**src/hw/rtl/assert_macros.svh**
```systemverilog
// ----------------------------------------------------------------------------
// assert_macros
// concurrent assertion helpers, clocked on i_clk and disabled in reset
// ----------------------------------------------------------------------------
`ifndef ASSERT_MACROS_SVH
`define ASSERT_MACROS_SVH
`ifndef ASSERT_OFF
`define ASSERT_CLK(label, prop, msg) \
    label: assert property (@(posedge i_clk) disable iff (!i_rst_n) prop) else $error(msg);
`define ASSERT_NEXT(label, ante, cons, msg) \
    label: assert property (@(posedge i_clk) disable iff (!i_rst_n) ante |=> cons) else $error(msg);
`else
`define ASSERT_CLK(label, prop, msg)
`define ASSERT_NEXT(label, ante, cons, msg)
`endif
`endif

```
**src/hw/rtl/nss_ram.sv**
```systemverilog
// ----------------------------------------------------------------------------
// nss_ram
// single write port, single registered read port ram
// ----------------------------------------------------------------------------
module nss_ram #(
    parameter int WIDTH = 8,
    parameter int DEPTH = 8
) (
    input  logic                     i_clk,
    input  logic                     i_we,
    input  logic [$clog2(DEPTH)-1:0] i_waddr,
    input  logic [WIDTH-1:0]         i_wdata,
    input  logic                     i_re,
    input  logic [$clog2(DEPTH)-1:0] i_raddr,
    output logic [WIDTH-1:0]         o_rdata
);

    logic [WIDTH-1:0] r_mem [DEPTH];
    logic [WIDTH-1:0] r_q;

    always_ff @(posedge i_clk) begin
        if (i_we) begin
            r_mem[i_waddr] <= i_wdata;
        end
        if (i_re) begin
            r_q <= r_mem[i_raddr];
        end
    end

    assign o_rdata = r_q;

endmodule
```
**config.mk**
```make
export PLATFORM = sky130hd
export DESIGN_NAME = nss_ram
export DESIGN_NICKNAME = d
export VERILOG_FILES = /design/src/hw/rtl/assert_macros.svh /design/src/hw/rtl/nss_ram.sv
export SDC_FILE = /design/constraint.sdc
export NUM_CORES = 1
export LEC_CHECK = 0
export BUFFER_PORTS_ARGS = -buffer_cell sky130_fd_sc_hd__buf_2
export CAP_MARGIN = 20
export CORE_UTILIZATION = 45
export DETAILED_ROUTE_END_ITERATION = 16
export PLACE_DENSITY = 0.68
export SLEW_MARGIN = 20
export SYNTH_ARGS = -nofsm -noshare
export SYNTH_HDL_FRONTEND = slang
export SYNTH_SLANG_ARGS = --single-unit
```
**constraint.sdc**
```tcl
create_clock -name i_clk -period 3 [get_ports i_clk]
set_clock_uncertainty 0.05 [all_clocks]
set_input_delay 0.6 -clock i_clk [delete_from_list [all_inputs] [get_ports i_clk]]
set_output_delay 0.6 -clock i_clk [all_outputs]
set_load 0.02 [all_outputs]
```
==> impl_metrics.ini <==
[setup_path]
regToRegStartpoint = r_mem[1][7]
required_ns = 3.03
crit_path_start_kind = primary input
r2r_setup_slack_ns = 1.52
cp_max_fo = 16
endpoint_kind = flip-flop
arrival_ns = 1.86
timing.rr.end = o_rdata[7]
critical_path_class = primary input to flip-flop
crit_path_start = i_raddr[0]
cp-endpoint = o_rdata[7]
reg2regPathDepth = 2

[route]
ant_nets = 0
drt_iter0_drc = 124
via_per_inst = 5.251
via_count = 1213
dr.pass1.iters = 4
wl_per_cell_um = 19.39
routed_wl_um = 4480
drc = 0

[cts]
cts_setup_buffers = 0
path_clk_slew_ns = 0.07
cts_sinks = 72
clockBufferDepth = 2
cts_tree = done
cts_root_buffer = clkbuf_8
clk_latency_ns = 0.33
hold_buffers = 0
numCtsBuffers = 9
htreeDepth = 3
cts.repair.resized = 0

[layout]
fillCellCount = 436
antenna_cells = 0
design_area_um2 = 3197
final_nets = 168
syn2layout_area_growth_pct = 15.35
drive_gt1_frac = 0.3269
final_util = 0.5399

[floorplanning]
ios = 25
fp.dieW_um = 80.48
die-area_um2 = 6476
die_h_um = 80.48
start_util = 0.4681
core_region_area_um2 = 5921
num_rows = 28

[logic_synthesis]
syn-instance-count = 114
synthTopCellsByArea = edfxtp_1 (78%), mux4_1 (14%), mux2_2 (3.3%), mux4_2 (0.81%), nor2_1 (0.81%)
synth_seq_cells = 72
synth_top_family_by_area = multiplexers
synth_area_per_cell_um2 = 24.31
syn_area_um2 = 2771
synth_flop_cell = edfxtp_1
yosysTopAreaCell = edfxtp_1
synth_edf_count = 72
synth-simple-area-share = 0.02122
synthTopCellsByCount = edfxtp_1 (72), mux4_1 (15), mux2_2 (8)
ys_async_sr_fraction = 0
synth.top_cell.area_share = 0.7801
synth_warnings = 0
syn_nets = 131
synthMuxAreaShare = 0.1828
synth-seq-area-share = 0.7801
synthXorXnorAreaFrac = 0
synth.distinct_cells = 13
synthAdderAreaFrac = 0
yosys.cell_count.top_type = edfxtp_1
synth_compound_area_frac = 0

[timing]
layout_min_cycle_time_ns = 1.830
slew_headroom = 0.4050
tightest_slew_ns = 0.8893
fmax_mhz = 546.3
holdWs_ns = 0.4840
finalCritPeriodShare = 0.6101
setup_viol = 0
drv_slew = 0
fin_tns_setup_ns = 0
hold_violations = 0
grt_setup_unrepaired = no

[global_routing]
grt_max_degree = 17
grt_pass1_vias = 1241
grtUsageTotal = 0.1605
antenna_found_initial = 0
overflow = 0
grt_pass1_wl_um = 6748

[placement]
io_buffers = 24
hpwl_um = 2772
placed_cell_area_um2 = 2994
gp_congestion = 0.6840

[min_path]
min_path_cells = 1
hold_class = primary input to flip-flop

[run]
drv_cap = 0

[pwr]
cellPowerDensity_nw_per_um2 = 637.7
leakagePower_nw = 1.109
vdd_drop_max_v = 0.0002728

[run_status]
outcome = finished clean
[per-stage QoR]
step / worst slack (ns) / power (mW) / cells
6_report: 1.170 / 2.039 / 231
5_1_grt: 1.127 / 2.118 / 231
4_1_cts: 1.161 / 2.060 / 231
3_5_place_dp: 0.8004 / 1.293 / 215
3_3_place_gp: 0.8235 / 1.287 / 215
2_1_floorplan: 1.067 / 1.249 / 114
[how the worst min path moves through the flow]
stage | from | end | slack (ns)
4_1_cts | i_wdata[4] | r_mem[6][4] | 0.47
6_report | i_wdata[4] | r_mem[6][4] | 0.48
3_5_place_dp | r_mem[2][6] | o_rdata[6] | 0.68
3_3_place_gp | r_mem[7][4] | o_rdata[4] | 0.67
5_1_grt | i_wdata[1] | r_mem[7][1] | 0.48
2_1_floorplan | i_wdata[0] | r_mem[0][0] | 0.65
[flip-flops by register name, summed over array words and instances, names as in the netlist]
signal,cells
r_mem,64
o_rdata,8
[power breakdown]
part	internal (mW)	total [mW]	switching (mW)
logic	0.0521	0.114	0.0618
registers	1.15	1.16	0.00818
clock network	0.460	0.768	0.307
[metal layers]
layer | part of all wire | global-route usage | up-vias
met5 | 0 | 0 | -
met4 | 0.0022 | 0.08036 | 0
met3 | 0.026 | 0.05114 | 2
met2 | 0.56 | 0.2653 | 28
met1 | 0.42 | 0.1882 | 621
li1 | - | - | 562
[cell usage in the layout, fill, tap and decap left out]
master | synthesis | layout
buf_2 | 1 | 24
clkbuf_8 | 0 | 9
mux2_2 | 8 | 8
buf_4 | 0 | 7
clkinv_1 | 0 | 3
nand2_1 | 2 | 2
nand2b_1 | 3 | 3
mux4_1 | 15 | 15
nor3_1 | 2 | 2
clkbuf_1 | 1 | 2
mux4_2 | 1 | 1
edfxtp_1 | 72 | 72
nor2_1 | 6 | 6
bufinv_16 | 0 | 2
[kinds of logic (layout without fill, tap and decap cells)]
kind of cell           Yosys count  count (layout)
buffers and inverters            5              47
DFF                             72              72
muxes                           24              24
and+or+nand+nor                 13              13
[worst max-delay path, stage by stage]
cell    delay (ns)
buf_2         0.37
mux4_1        0.62
mux2_2        0.27
[area by class of cell]
class / instances / area, µm² / area share
clock inverter: 5 / 71.32 / 0.02231
sequential: 72 / 2162 / 0.6763
timing repair buffer: 31 / 172.7 / 0.05401
clock buffer: 11 / 131.4 / 0.04110
multi-input combinational: 37 / 565.5 / 0.1769
tap: 75 / 93.84 / 0.02935
(Power assumes the default switching activity.)
